### config.mk
export PLATFORM = sky130hd
export DESIGN_NAME = prime_test_trial_division_top
export DESIGN_NICKNAME = d
export VERILOG_FILES = /design/src/design/pttd_pkg.sv /design/src/design/pttd_datapath.sv /design/src/design/pttd_ctrl.sv /design/src/design/prime_test_trial_division_top.sv
export VERILOG_INCLUDE_DIRS = /design/src /design/src/design
export SDC_FILE = /design/constraint.sdc
export NUM_CORES = 1
export LEC_CHECK = 0
export ABC_AREA = 1
export BUFFER_PORTS_ARGS = -buffer_cell sky130_fd_sc_hd__buf_2
export CORE_MARGIN = 1
export CORE_UTILIZATION = 52
export CTS_CLUSTER_DIAMETER = 200
export DETAILED_ROUTE_END_ITERATION = 7
export PLACE_DENSITY = 0.71
export SYNTH_ARGS = -nofsm -noshare
export SYNTH_HDL_FRONTEND = slang
export SYNTH_SLANG_ARGS = --single-unit
### constraint.sdc
create_clock -name clk -period 6.4 [get_ports clk]
set_input_delay 1.28 -clock clk [delete_from_list [all_inputs] [get_ports clk]]
set_output_delay 1.28 -clock clk [all_outputs]
set_load 0.02 [all_outputs]
### src/design/prime_test_trial_division_top_macros.svh
// Assertion macros for the trial-division prime tester.
`ifndef PRIME_TEST_TRIAL_DIVISION_TOP_MACROS_SVH
`define PRIME_TEST_TRIAL_DIVISION_TOP_MACROS_SVH

// same-cycle implication
`define PTTD_ASSERT_NOW(lbl, ante, cons, msg) \
    lbl: assert property (@(posedge clk) disable iff (!rst_n) (ante) |-> (cons)) \
        else $error(msg);

// next-cycle implication
`define PTTD_ASSERT_NEXT(lbl, ante, cons, msg) \
    lbl: assert property (@(posedge clk) disable iff (!rst_n) (ante) |=> (cons)) \
        else $error(msg);

`endif

### src/design/pttd_pkg.sv
// Shared constants and command/status types for the trial-division prime tester.
`timescale 1ns / 1ps
package pttd_pkg;

    localparam int VALUE_W = 32;
    localparam int SQ_W    = VALUE_W + 1;
    localparam int CNT_W   = $clog2(VALUE_W);
    localparam int DIGITS  = VALUE_W / 2;
    // even width holding the sum of all base-4 digits
    localparam int RES3_W  = 2 * (($clog2(3 * DIGITS + 1) + 1) / 2);

    localparam logic [CNT_W-1:0]   CNT_TOP   = CNT_W'(VALUE_W - 1);
    localparam logic [VALUE_W-1:0] DIV_FIRST = VALUE_W'(5);
    localparam logic [VALUE_W-1:0] DIV_GAP   = VALUE_W'(2);
    localparam logic [VALUE_W-1:0] DIV_STEP  = VALUE_W'(6);
    localparam logic [SQ_W-1:0]    SQ_FIRST  = SQ_W'(25);  // 5*5
    localparam logic [SQ_W-1:0]    INC_FIRST = SQ_W'(96);  // 12*5 + 36
    localparam logic [SQ_W-1:0]    INC_STEP  = SQ_W'(72);  // 12*6

    // divisor selection, also the controller's phase
    localparam logic [1:0] SEL_NONE = 2'd0;
    localparam logic [1:0] SEL_D    = 2'd1;
    localparam logic [1:0] SEL_D2   = 2'd2;

    typedef struct packed {
        logic       load;
        logic       div_start;
        logic [1:0] div_sel;
        logic       div_step;
        logic       loop_init;
        logic       loop_adv;
    } cmd_t;

    typedef struct packed {
        logic neg;
        logic lt2;
        logic is2or3;
        logic even;
        logic mult3;
        logic div_last;
        logic rem_zero;
        logic sq_gt;
    } sts_t;

endpackage

### src/design/pttd_datapath.sv
// Datapath: candidate register, residue-of-three tree, bit-serial remainder and 6k+-1 stepping.
`timescale 1ns / 1ps
module pttd_datapath
(
    input  logic                        clk,
    input  logic [pttd_pkg::VALUE_W-1:0] value,
    input  pttd_pkg::cmd_t              cmd,
    output pttd_pkg::sts_t              sts
);

    logic [pttd_pkg::VALUE_W-1:0] v_reg, v_next;
    logic [pttd_pkg::VALUE_W-1:0] rem_reg, rem_next;
    logic [pttd_pkg::VALUE_W-1:0] dv_reg, dv_next;
    logic [pttd_pkg::CNT_W-1:0]   cnt_reg, cnt_next;
    logic [pttd_pkg::VALUE_W-1:0] d_reg, d_next;
    logic [pttd_pkg::SQ_W-1:0]    sq_reg, sq_next;
    logic [pttd_pkg::SQ_W-1:0]    inc_reg, inc_next;

    logic [pttd_pkg::VALUE_W:0]   rem_shift;
    logic [pttd_pkg::VALUE_W:0]   rem_sub;
    logic [pttd_pkg::VALUE_W-1:0] dv_sel;

    // 4 is 1 mod 3, so the base-4 digit sum keeps the residue
    function automatic logic three_divides(input logic [pttd_pkg::VALUE_W-1:0] v);
        logic [pttd_pkg::RES3_W-1:0] part [pttd_pkg::DIGITS];
        logic [pttd_pkg::RES3_W-1:0] total;
        logic [3:0]                  fold;
        for (int i = 0; i < pttd_pkg::DIGITS; i++)
        begin
            part[i]      = '0;
            part[i][1:0] = v[2*i +: 2];
        end
        for (int step = 1; step < pttd_pkg::DIGITS; step = step * 2)
        begin
            for (int i = 0; i + step < pttd_pkg::DIGITS; i = i + 2 * step)
                part[i] = part[i] + part[i + step];
        end
        total = part[0];
        fold  = '0;
        for (int i = 0; i < pttd_pkg::RES3_W / 2; i++)
            fold = fold + {2'b00, total[2*i +: 2]};
        return fold inside {4'd0, 4'd3, 4'd6, 4'd9, 4'd12};
    endfunction

    always_comb
    begin
        case (cmd.div_sel)
            pttd_pkg::SEL_D:  dv_sel = d_reg;
            pttd_pkg::SEL_D2: dv_sel = d_reg + pttd_pkg::DIV_GAP;
            default:          dv_sel = d_reg;
        endcase
    end

    assign rem_shift = {rem_reg, v_reg[cnt_reg]};
    assign rem_sub   = rem_shift - {1'b0, dv_reg};

    always_comb
    begin
        v_next   = v_reg;
        rem_next = rem_reg;
        dv_next  = dv_reg;
        cnt_next = cnt_reg;
        d_next   = d_reg;
        sq_next  = sq_reg;
        inc_next = inc_reg;
        if (cmd.load)
        begin
            v_next = value;
        end
        if (cmd.div_start)
        begin
            rem_next = '0;
            dv_next  = dv_sel;
            cnt_next = pttd_pkg::CNT_TOP;
        end
        else if (cmd.div_step)
        begin
            if (rem_shift >= {1'b0, dv_reg})
                rem_next = rem_sub[pttd_pkg::VALUE_W-1:0];
            else
                rem_next = rem_shift[pttd_pkg::VALUE_W-1:0];
            cnt_next = cnt_reg - 1'b1;
        end
        if (cmd.loop_init)
        begin
            d_next   = pttd_pkg::DIV_FIRST;
            sq_next  = pttd_pkg::SQ_FIRST;
            inc_next = pttd_pkg::INC_FIRST;
        end
        else if (cmd.loop_adv)
        begin
            d_next   = d_reg + pttd_pkg::DIV_STEP;
            sq_next  = sq_reg + inc_reg;
            inc_next = inc_reg + pttd_pkg::INC_STEP;
        end
    end

    always_ff @(posedge clk)
    begin
        v_reg   <= v_next;
        rem_reg <= rem_next;
        dv_reg  <= dv_next;
        cnt_reg <= cnt_next;
        d_reg   <= d_next;
        sq_reg  <= sq_next;
        inc_reg <= inc_next;
    end

    assign sts.neg      = v_reg[pttd_pkg::VALUE_W-1];
    assign sts.lt2      = (v_reg[pttd_pkg::VALUE_W-1:1] == '0);
    assign sts.is2or3   = (v_reg[pttd_pkg::VALUE_W-1:2] == '0) && v_reg[1];
    assign sts.even     = !v_reg[0];
    assign sts.mult3    = three_divides(v_reg);
    assign sts.div_last = (cnt_reg == '0);
    assign sts.rem_zero = (rem_reg == '0);
    assign sts.sq_gt    = (sq_reg > {1'b0, v_reg});

endmodule

### src/design/pttd_ctrl.sv
// Controller: sequences the checks and divisions and holds the result register.
`timescale 1ns / 1ps
`include "prime_test_trial_division_top_macros.svh"
module pttd_ctrl
(
    input  logic           clk,
    input  logic           rst_n,
    input  logic           in_valid,
    output logic           in_stall,
    output logic           out_valid,
    input  logic           out_stall,
    output logic           is_prime,
    output pttd_pkg::cmd_t cmd,
    input  pttd_pkg::sts_t sts
);

    localparam logic [2:0] ST_IDLE  = 3'd0;
    localparam logic [2:0] ST_CHECK = 3'd1;
    localparam logic [2:0] ST_DIV   = 3'd2;
    localparam logic [2:0] ST_EVAL  = 3'd3;
    localparam logic [2:0] ST_SQCHK = 3'd4;
    localparam logic [2:0] ST_DONE  = 3'd5;

    logic [2:0] state_reg, state_next;
    logic [1:0] phase_reg, phase_next;
    logic       res_reg, res_next;
    logic       out_valid_reg, out_valid_next;
    logic       is_prime_reg, is_prime_next;
    logic       out_free;

    assign out_free = !out_valid_reg || !out_stall;

    always_comb
    begin
        state_next     = state_reg;
        phase_next     = phase_reg;
        res_next       = res_reg;
        out_valid_next = out_valid_reg && out_stall;
        is_prime_next  = is_prime_reg;
        cmd            = '0;
        cmd.div_sel    = phase_reg;
        case (state_reg)
            ST_IDLE:
            begin
                if (in_valid)
                begin
                    cmd.load   = 1'b1;
                    state_next = ST_CHECK;
                end
            end
            ST_CHECK:
            begin
                if (sts.neg || sts.lt2)
                begin
                    res_next   = 1'b0;
                    state_next = ST_DONE;
                end
                else if (sts.is2or3)
                begin
                    res_next   = 1'b1;
                    state_next = ST_DONE;
                end
                else if (sts.even || sts.mult3)
                begin
                    res_next   = 1'b0;
                    state_next = ST_DONE;
                end
                else
                begin
                    cmd.loop_init = 1'b1;
                    phase_next    = pttd_pkg::SEL_NONE;
                    state_next    = ST_SQCHK;
                end
            end
            ST_DIV:
            begin
                cmd.div_step = 1'b1;
                if (sts.div_last)
                    state_next = ST_EVAL;
            end
            ST_EVAL:
            begin
                if (sts.rem_zero)
                begin
                    res_next   = 1'b0;
                    state_next = ST_DONE;
                end
                else if (phase_reg == pttd_pkg::SEL_D)
                begin
                    cmd.div_start = 1'b1;
                    cmd.div_sel   = pttd_pkg::SEL_D2;
                    phase_next    = pttd_pkg::SEL_D2;
                    state_next    = ST_DIV;
                end
                else
                begin
                    cmd.loop_adv = 1'b1;
                    state_next   = ST_SQCHK;
                end
            end
            ST_SQCHK:
            begin
                if (sts.sq_gt)
                begin
                    res_next   = 1'b1;
                    state_next = ST_DONE;
                end
                else
                begin
                    cmd.div_start = 1'b1;
                    cmd.div_sel   = pttd_pkg::SEL_D;
                    phase_next    = pttd_pkg::SEL_D;
                    state_next    = ST_DIV;
                end
            end
            ST_DONE:
            begin
                if (out_free)
                begin
                    out_valid_next = 1'b1;
                    is_prime_next  = res_reg;
                    state_next     = ST_IDLE;
                end
            end
            default:
            begin
                state_next = ST_IDLE;
            end
        endcase
    end

    always_ff @(posedge clk or negedge rst_n)
    begin
        if (!rst_n)
        begin
            state_reg     <= ST_IDLE;
            phase_reg     <= pttd_pkg::SEL_NONE;
            out_valid_reg <= 1'b0;
        end
        else
        begin
            state_reg     <= state_next;
            phase_reg     <= phase_next;
            out_valid_reg <= out_valid_next;
        end
    end

    always_ff @(posedge clk)
    begin
        res_reg      <= res_next;
        is_prime_reg <= is_prime_next;
    end

    assign in_stall  = (state_reg != ST_IDLE);
    assign out_valid = out_valid_reg;
    assign is_prime  = is_prime_reg;

    `PTTD_ASSERT_NEXT(a_div_to_eval, (state_reg == ST_DIV) && sts.div_last, state_reg == ST_EVAL, "last division step must lead to evaluation")
    `PTTD_ASSERT_NOW(a_sqchk_phase, state_reg == ST_SQCHK, phase_reg != pttd_pkg::SEL_D, "bound check reached with only one divisor of the pair tried")
    `PTTD_ASSERT_NEXT(a_check_after_load, (state_reg == ST_IDLE) && in_valid, state_reg == ST_CHECK, "accepted beat must be checked next")
    `PTTD_ASSERT_NEXT(a_beat_held, out_valid_reg && out_stall, out_valid_reg && $stable(is_prime_reg), "stalled result beat lost or changed")

endmodule

### src/design/prime_test_trial_division_top.sv
// Top level of the trial-division prime tester: controller plus datapath.
// Values below 2, 2, 3, even values and multiples of 3 are settled by the checks alone, without division.
// Else the 6k+-1 divisor pairs are tried in turn; a pair is two bit-serial remainders.
// Worst case for 32-bit values about 7700 pairs.
// One beat in flight; the next is taken once the result is in the output register.
// Reset clears the controller state, phase and output valid; the datapath, result and is_prime registers are not reset.
`timescale 1ns / 1ps
module prime_test_trial_division_top
(
    input  logic                               clk,
    input  logic                               rst_n,
    input  logic                               in_valid,
    output logic                               in_stall,
    input  logic signed [pttd_pkg::VALUE_W-1:0] candidate,
    output logic                               out_valid,
    input  logic                               out_stall,
    output logic                               is_prime
);

    pttd_pkg::cmd_t cmd;
    pttd_pkg::sts_t sts;

    pttd_ctrl u_ctrl
    (
        .clk       (clk),
        .rst_n     (rst_n),
        .in_valid  (in_valid),
        .in_stall  (in_stall),
        .out_valid (out_valid),
        .out_stall (out_stall),
        .is_prime  (is_prime),
        .cmd       (cmd),
        .sts       (sts)
    );

    pttd_datapath u_datapath
    (
        .clk   (clk),
        .value ($unsigned(candidate)),
        .cmd   (cmd),
        .sts   (sts)
    );

endmodule
==> impl_metrics.toml, run 1 <==
[status]
status = "finished clean"

[routing]
routed_wl_um = 39700
drtIter0Drc = 954
avgRoutedWirePerCell_um = 16.0
ant_nets = 0
vias = 13744
drcViolationCount = 0
vias_per_cell = 5.54
dr.pass1.iters = 5

[synthesis]
syn_inst = 2047
synth_top_area_share_pct = 17.3
ys_types = 55
yosys-top-cells-count = "468 x nand2_1, 275 x inv_1, 178 x nor2_1"
ys_seq_area_share_pct = 31.5
yosysWarnings = 0
synth_enable_flop_cells = 65
syn_area_sq_um = 14800
synth_ff_type = "dfxtp_1"
synth_most_common_cell = "nand2_1"
synth.avg_cell_area_sq_um = 7.22
synth_fp_nets = 2223
ys_seq_elements = 199
yosys.area.top_type = "dfxtp_1"
synth_area_leaders = "dfxtp_1 17%, edfxtp_1 13%, nand2_1 12%, ha_1 9.4%, inv_1 7.0%"
async_flop_share_pct = 3.02

[floorplan]
die_x_um = 171
core_area_sq_um = 27900
rows = 61
initial_core_util_pct = 53.1
io_pins = 39
die_y_um = 171
dieArea_sq_um = 29100

[cells_and_area]
fin_nets = 2267
final.fill_count = 2670
area_growth_pct = 8.88
ff_latch_area_sq_um = 4660
drive_gt1_share_pct = 7.47
multi_input_area_sq_um = 8850
n_antenna_cell = 0

[grt]
grt_max_degree = 76
antenna_found_initial = 0
grt_pass1_wl_um = 64000
grt_pass1_vias = 12902
grt_use_total_pct = 27.9
grt_overflow = 0

[min_path]
holdCritStartpoint = "u_datapath.rem_reg[31]$_SDFFE_PP0P_"
whs_path_depth = 2
hp-class = "flop to flop"
hold_end = "u_datapath.rem_reg[31]$_SDFFE_PP0P_"

[worst_setup_path]
path_max_fanout = 16
crit_type = "flop to flop"
arrival_ns = 6.54
required_ns = 6.74
crit_path_end_kind = "flop"
cpMostUsedCell = "fa_1"
ff2ff_setup_slack_ns = 0.20
r2r_cells = 23
slowest_delay_ns = 0.54
critical_path.top_delay_family = "adder cells"
rr_endpoint = "u_datapath.inc_reg[31]$_SDFFE_PP0P_"
start_kind = "flop"
cp.buffers_inverters = 8
r2r-start = "u_datapath.v_reg[12]$_DFFE_PP_"
crit_chain = "ha_1 > inv_1 > fa_1 > fa_1 > fa_1 > fa_1 > inv_1 > fa_1 > ha_2 > fa_1 > inv_1 > fa_1 > inv_1 > fa_2 > xor2_2 > or2_2 > a41oi_2 > nand4_1 > buf_6 > inv_2 > buf_12 > buf_12 > a21oi_1"
crit_slowest_cell = "fa_1"

[sta]
period_needed_ns = 6.20
hold_violations = 0
fin_crit_sh_pct = 96.8
fin_setup_tns_ns = 0
finalMaxSlewViolations = 0
worstMarginPinSlew_ns = 0.856
fin_worst_skew_ns = 0.0138
fin_hold_ws_ns = 0.459
max_slew_margin_pct = 42.6
fmax_mhz = 161
finalSetupViolCount = 0

[clock_network]
ctsHoldBuffers = 0
cts_root_buffer = "clkbuf_16"
clock_latency_ns = 0.46
cts.path.max_buffers = 2
path_clk_slew_ns = 0.08
cts_sinks = 199
cts_tree = "done"
cts_made_buffers = 17
h-tree-depth = 4

[placement]
place.detailed.hpwl_um = 30800
port_buffers = 38
routabilityCongestion = 1.01

[flow_run]
drv_cap = 0
stage by stage:
| step | utilization, % | cells | worst slack, ns | cell area (sq um) |
|---|---|---|---|---|
| 6_report | 57.8 | 2481 | 0.203 | 16100 |
| 3_3_place_gp | 55.5 | 2447 | 0.0222 | 15500 |
| 2_1_floorplan | - | 2047 | 0.137 | 14800 |
| 5_1_grt | 57.8 | 2481 | -0.0175 | 16100 |
| 3_5_place_dp | 55.5 | 2447 | -0.0175 | 15500 |
| 4_1_cts | 57.5 | 2479 | 0.0273 | 16000 |
per-layer routing:
metal	track usage (%)	part of all wire, %	wire [um]
met5	0	0	0
met4	12.6	3.8	1530
met3	3.45	4.4	1770
met2	47.5	47	18700
met1	35.4	44	17600
repair_timing:
action,4_1_cts,5_1_grt
pin swaps,1,9
gates resized for setup,1,12
endpoints found under the hold margin,0,0
buffers inserted,1,2
setup endpoints to repair,22,93
cell families after synthesis:
kind of cell	after synthesis	synth area share, %
AND/OR/NAND/NOR	898	26.4
AO/OA/AOI/OAI	382	14.2
buffers and inverters	332	8.89
flip-flops	199	31.5
adder cells (fa/ha/maj)	140	13.3
XOR/XNOR	96	5.69
worst max-delay path by stage:
stage | from | to | slack [ns] | cells after the start
4_1_cts | u_datapath.v_reg[0]$_DFFE_PP_ | u_ctrl.res_reg$_DFFE_PP_ | 0.03 | 22
2_1_floorplan | u_datapath.v_reg[4]$_DFFE_PP_ | u_ctrl.res_reg$_DFFE_PP_ | 0.14 | 21
3_3_place_gp | u_datapath.v_reg[0]$_DFFE_PP_ | u_ctrl.res_reg$_DFFE_PP_ | 0.02 | 21
6_report | u_datapath.v_reg[12]$_DFFE_PP_ | u_datapath.inc_reg[31]$_SDFFE_PP0P_ | 0.20 | 23
3_5_place_dp | u_datapath.v_reg[0]$_DFFE_PP_ | u_datapath.sq_reg[10]$_SDFFE_PP0P_ | -0.02 | 21
5_1_grt | u_datapath.v_reg[22]$_DFFE_PP_ | u_datapath.inc_reg[31]$_SDFFE_PP0P_ | -0.02 | 27
layout make-up:
| cell class | count | share of cell area (%) |
|---|---|---|
| clock buffer | 18 | 2.73 |
| clock inverter | 13 | 0.700 |
| timing repair buffer | 70 | 3.00 |
| multi-input combinational | 1516 | 55.0 |
| inverter | 287 | 6.69 |
| tap | 378 | 2.94 |
| sequential | 199 | 29.0 |
worst reg2reg max path, cell delays in order, from the launching register on:
cell	delay (ns)
edfxtp_1	0.42
ha_1	0.21
inv_1	0.06
fa_1	0.44
fa_1	0.54
fa_1	0.52
fa_1	0.43
inv_1	0.07
fa_1	0.41
ha_2	0.21
fa_1	0.48
inv_1	0.05
fa_1	0.50
inv_1	0.07
fa_2	0.37
xor2_2	0.15
or2_2	0.28
a41oi_2	0.16
nand4_1	0.13
buf_6	0.16
inv_2	0.10
buf_12	0.14
buf_12	0.14
a21oi_1	0.05
cell usage in the layout (no fill, tap or decap), types with 28 or more instances in the layout:
master and count:
a21oi_1 165, buf_2 38, dfxtp_1 128, edfxtp_1 65, fa_1 28, ha_1 108
inv_1 275, nand2_1 468, nand3_1 101, nand4_1 31, nor2_1 177, nor3_1 55
o21ai_0 139, xor2_1 75
Power of run 1 is left out: the tool's default activity adds up to more than one toggle a clock period on the data nets, which glitch-free logic cannot reach.
==> run 2, diff against run 1 <==
CELL_PAD_IN_SITES_DETAIL_PLACEMENT = 0   (was default)
CELL_PAD_IN_SITES_GLOBAL_PLACEMENT = 1   (was default)
CORE_UTILIZATION = 43   (was 52)
PLACE_DENSITY = default   (was 0.71)
PLACE_DENSITY_LB_ADDON = 0.1   (was default)
==> impl_metrics.toml, run 2 (synthesis gave the netlist of run 1 again) <==
[clock_network]
cts_made_buffers = 17
ctsHoldBuffers = 0
cts_root_buffer = "clkbuf_16"
path_clk_slew_ns = 0.08
cts.path.max_buffers = 2
clock_latency_ns = 0.46
h-tree-depth = 4
cts_sinks = 199
cts_tree = "done"

[sta]
finalSetupViolCount = 0
fin_crit_sh_pct = 96.5
hold_violations = 0
max_slew_margin_pct = 33.0
worstMarginPinSlew_ns = 0.999
fmax_mhz = 162
period_needed_ns = 6.18
fin_worst_skew_ns = 0.0119
finalMaxSlewViolations = 0
worst_slack_ns = 0.223
fin_setup_tns_ns = 0

[worst_setup_path]
path_max_fanout = 16
slowest_delay_ns = 0.60
required_ns = 6.71
crit_chain = "ha_2 > fa_1 > fa_2 > inv_1 > fa_2 > inv_2 > fa_1 > fa_1 > ha_2 > fa_1 > inv_1 > fa_1 > inv_2 > fa_2 > xor2_1 > or2_2 > a41oi_2 > nand4_1 > buf_6 > inv_6 > buf_4 > a211oi_1"
cp.buffers_inverters = 7
cpMostUsedCell = "fa_1"
start_kind = "flop"
crit_type = "flop to flop"
crit_slowest_cell = "fa_2"
arrival_ns = 6.48
critical_path.top_delay_family = "adder cells"
crit_path_end_kind = "flop"

[floorplan]
initial_core_util_pct = 43.9
die_x_um = 187
core_area_sq_um = 33700
rows = 67
dieArea_sq_um = 35100
io_pins = 39
die_y_um = 187

[status]
status = "finished clean"

[grt]
antenna_found_initial = 0
grt_max_degree = 76
grt_overflow = 0
grt_pass1_wl_um = 68700
grt_pass1_vias = 13231
grt_use_total_pct = 24.8

[routing]
vias_per_cell = 5.25
avgRoutedWirePerCell_um = 16.5
drtIter0Drc = 859
drcViolationCount = 0
routed_wl_um = 42200
ant_nets = 0
vias = 13414
dr.pass1.iters = 5

[flow_run]
drv_cap = 0

[cells_and_area]
final_common_cell = "nand2_1"
n_antenna_cell = 0
final_area_sq_um = 16300
drive_gt1_share_pct = 8.12
final.fill_count = 3470
area_growth_pct = 9.97
final_cell_mix = "468 x nand2_1, 269 x inv_1, 177 x nor2_1"
fin_nets = 2270
final_cells = 2555

[placement]
place.detailed.hpwl_um = 33200
routabilityCongestion = 0.895
pre_cts_ws_ns = -0.121
post_dp_cell_area_sq_um = 15500
port_buffers = 38
place_inst = 2517

[min_path]
hp-class = "flop to flop"
==> run 2: cell count changes in the layout (fill, tap and decap cells not counted), sizes merged <==
cell	before	now
bufinv	0	2
clkinvlp	0	2
inv	293	291
buf	70	73
clkinv	7	6
==> run 2: worst paths after layout <==
path                                                     start                                   to  slack (ns)  cells after the start
max                             u_datapath.v_reg[10]$_DFFE_PP_    u_datapath.sq_reg[8]$_SDFFE_PP0P_        0.22                     22
max in group asynchronous                                rst_n      u_ctrl.state_reg[1]$_DFFE_PN0P_        5.60                      1
min in group asynchronous                                rst_n           u_ctrl.out_valid$_DFF_PN0_        0.63                      1
min reg2reg                u_datapath.rem_reg[31]$_SDFFE_PP0P_  u_datapath.rem_reg[31]$_SDFFE_PP0P_        0.46                      2
max reg2reg                     u_datapath.v_reg[10]$_DFFE_PP_    u_datapath.sq_reg[8]$_SDFFE_PP0P_        0.22                     22
min                        u_datapath.rem_reg[31]$_SDFFE_PP0P_  u_datapath.rem_reg[31]$_SDFFE_PP0P_        0.46                      2
==> run 2: worst min-delay path, cell delays in order (launching register included) <==
cell     delay [ns]
dfxtp_1        0.31
nand2_1        0.06
nand2_1        0.04
==> run 2: what timing repair did <==
action	4_1_cts	5_1_grt
pin swaps	0	11
resized for setup	4	23
setup buffers	1	5
setup endpoints to repair	78	95
gates cloned	0	0
==> run 2: cell type report <==
type,instances,area (sq um),share of cell area [%]
inverter,287,1080,6.66
timing repair buffer,73,502,3.09
clock buffer,18,439,2.70
clock inverter,14,165,1.02
tap,448,561,3.45
multi-input combinational,1516,8850,54.4
sequential,199,4660,28.7
==> run 2: metal layers <==
metal  up-vias  share of wire [%]  global-route usage (%)
met1      6165                 44                    30.9
met2       308                 50                    44.2
met4         0                2.6                    8.04
li1       6883                  -                       -
met3        58                3.6                    3.08
met5         -                  0                       0
==> run 2: through the flow <==
| step | hold WS, ns | util [%] |
|---|---|---|
| after floorplan | 0.400 | - |
| after global placement | 0.440 | 46.1 |
| after detailed placement | 0.441 | 46.1 |
| after CTS | 0.457 | 48.0 |
| after global routing | 0.473 | 48.2 |
| final | 0.457 | 48.2 |
Power of run 2 is left out for the same reason.
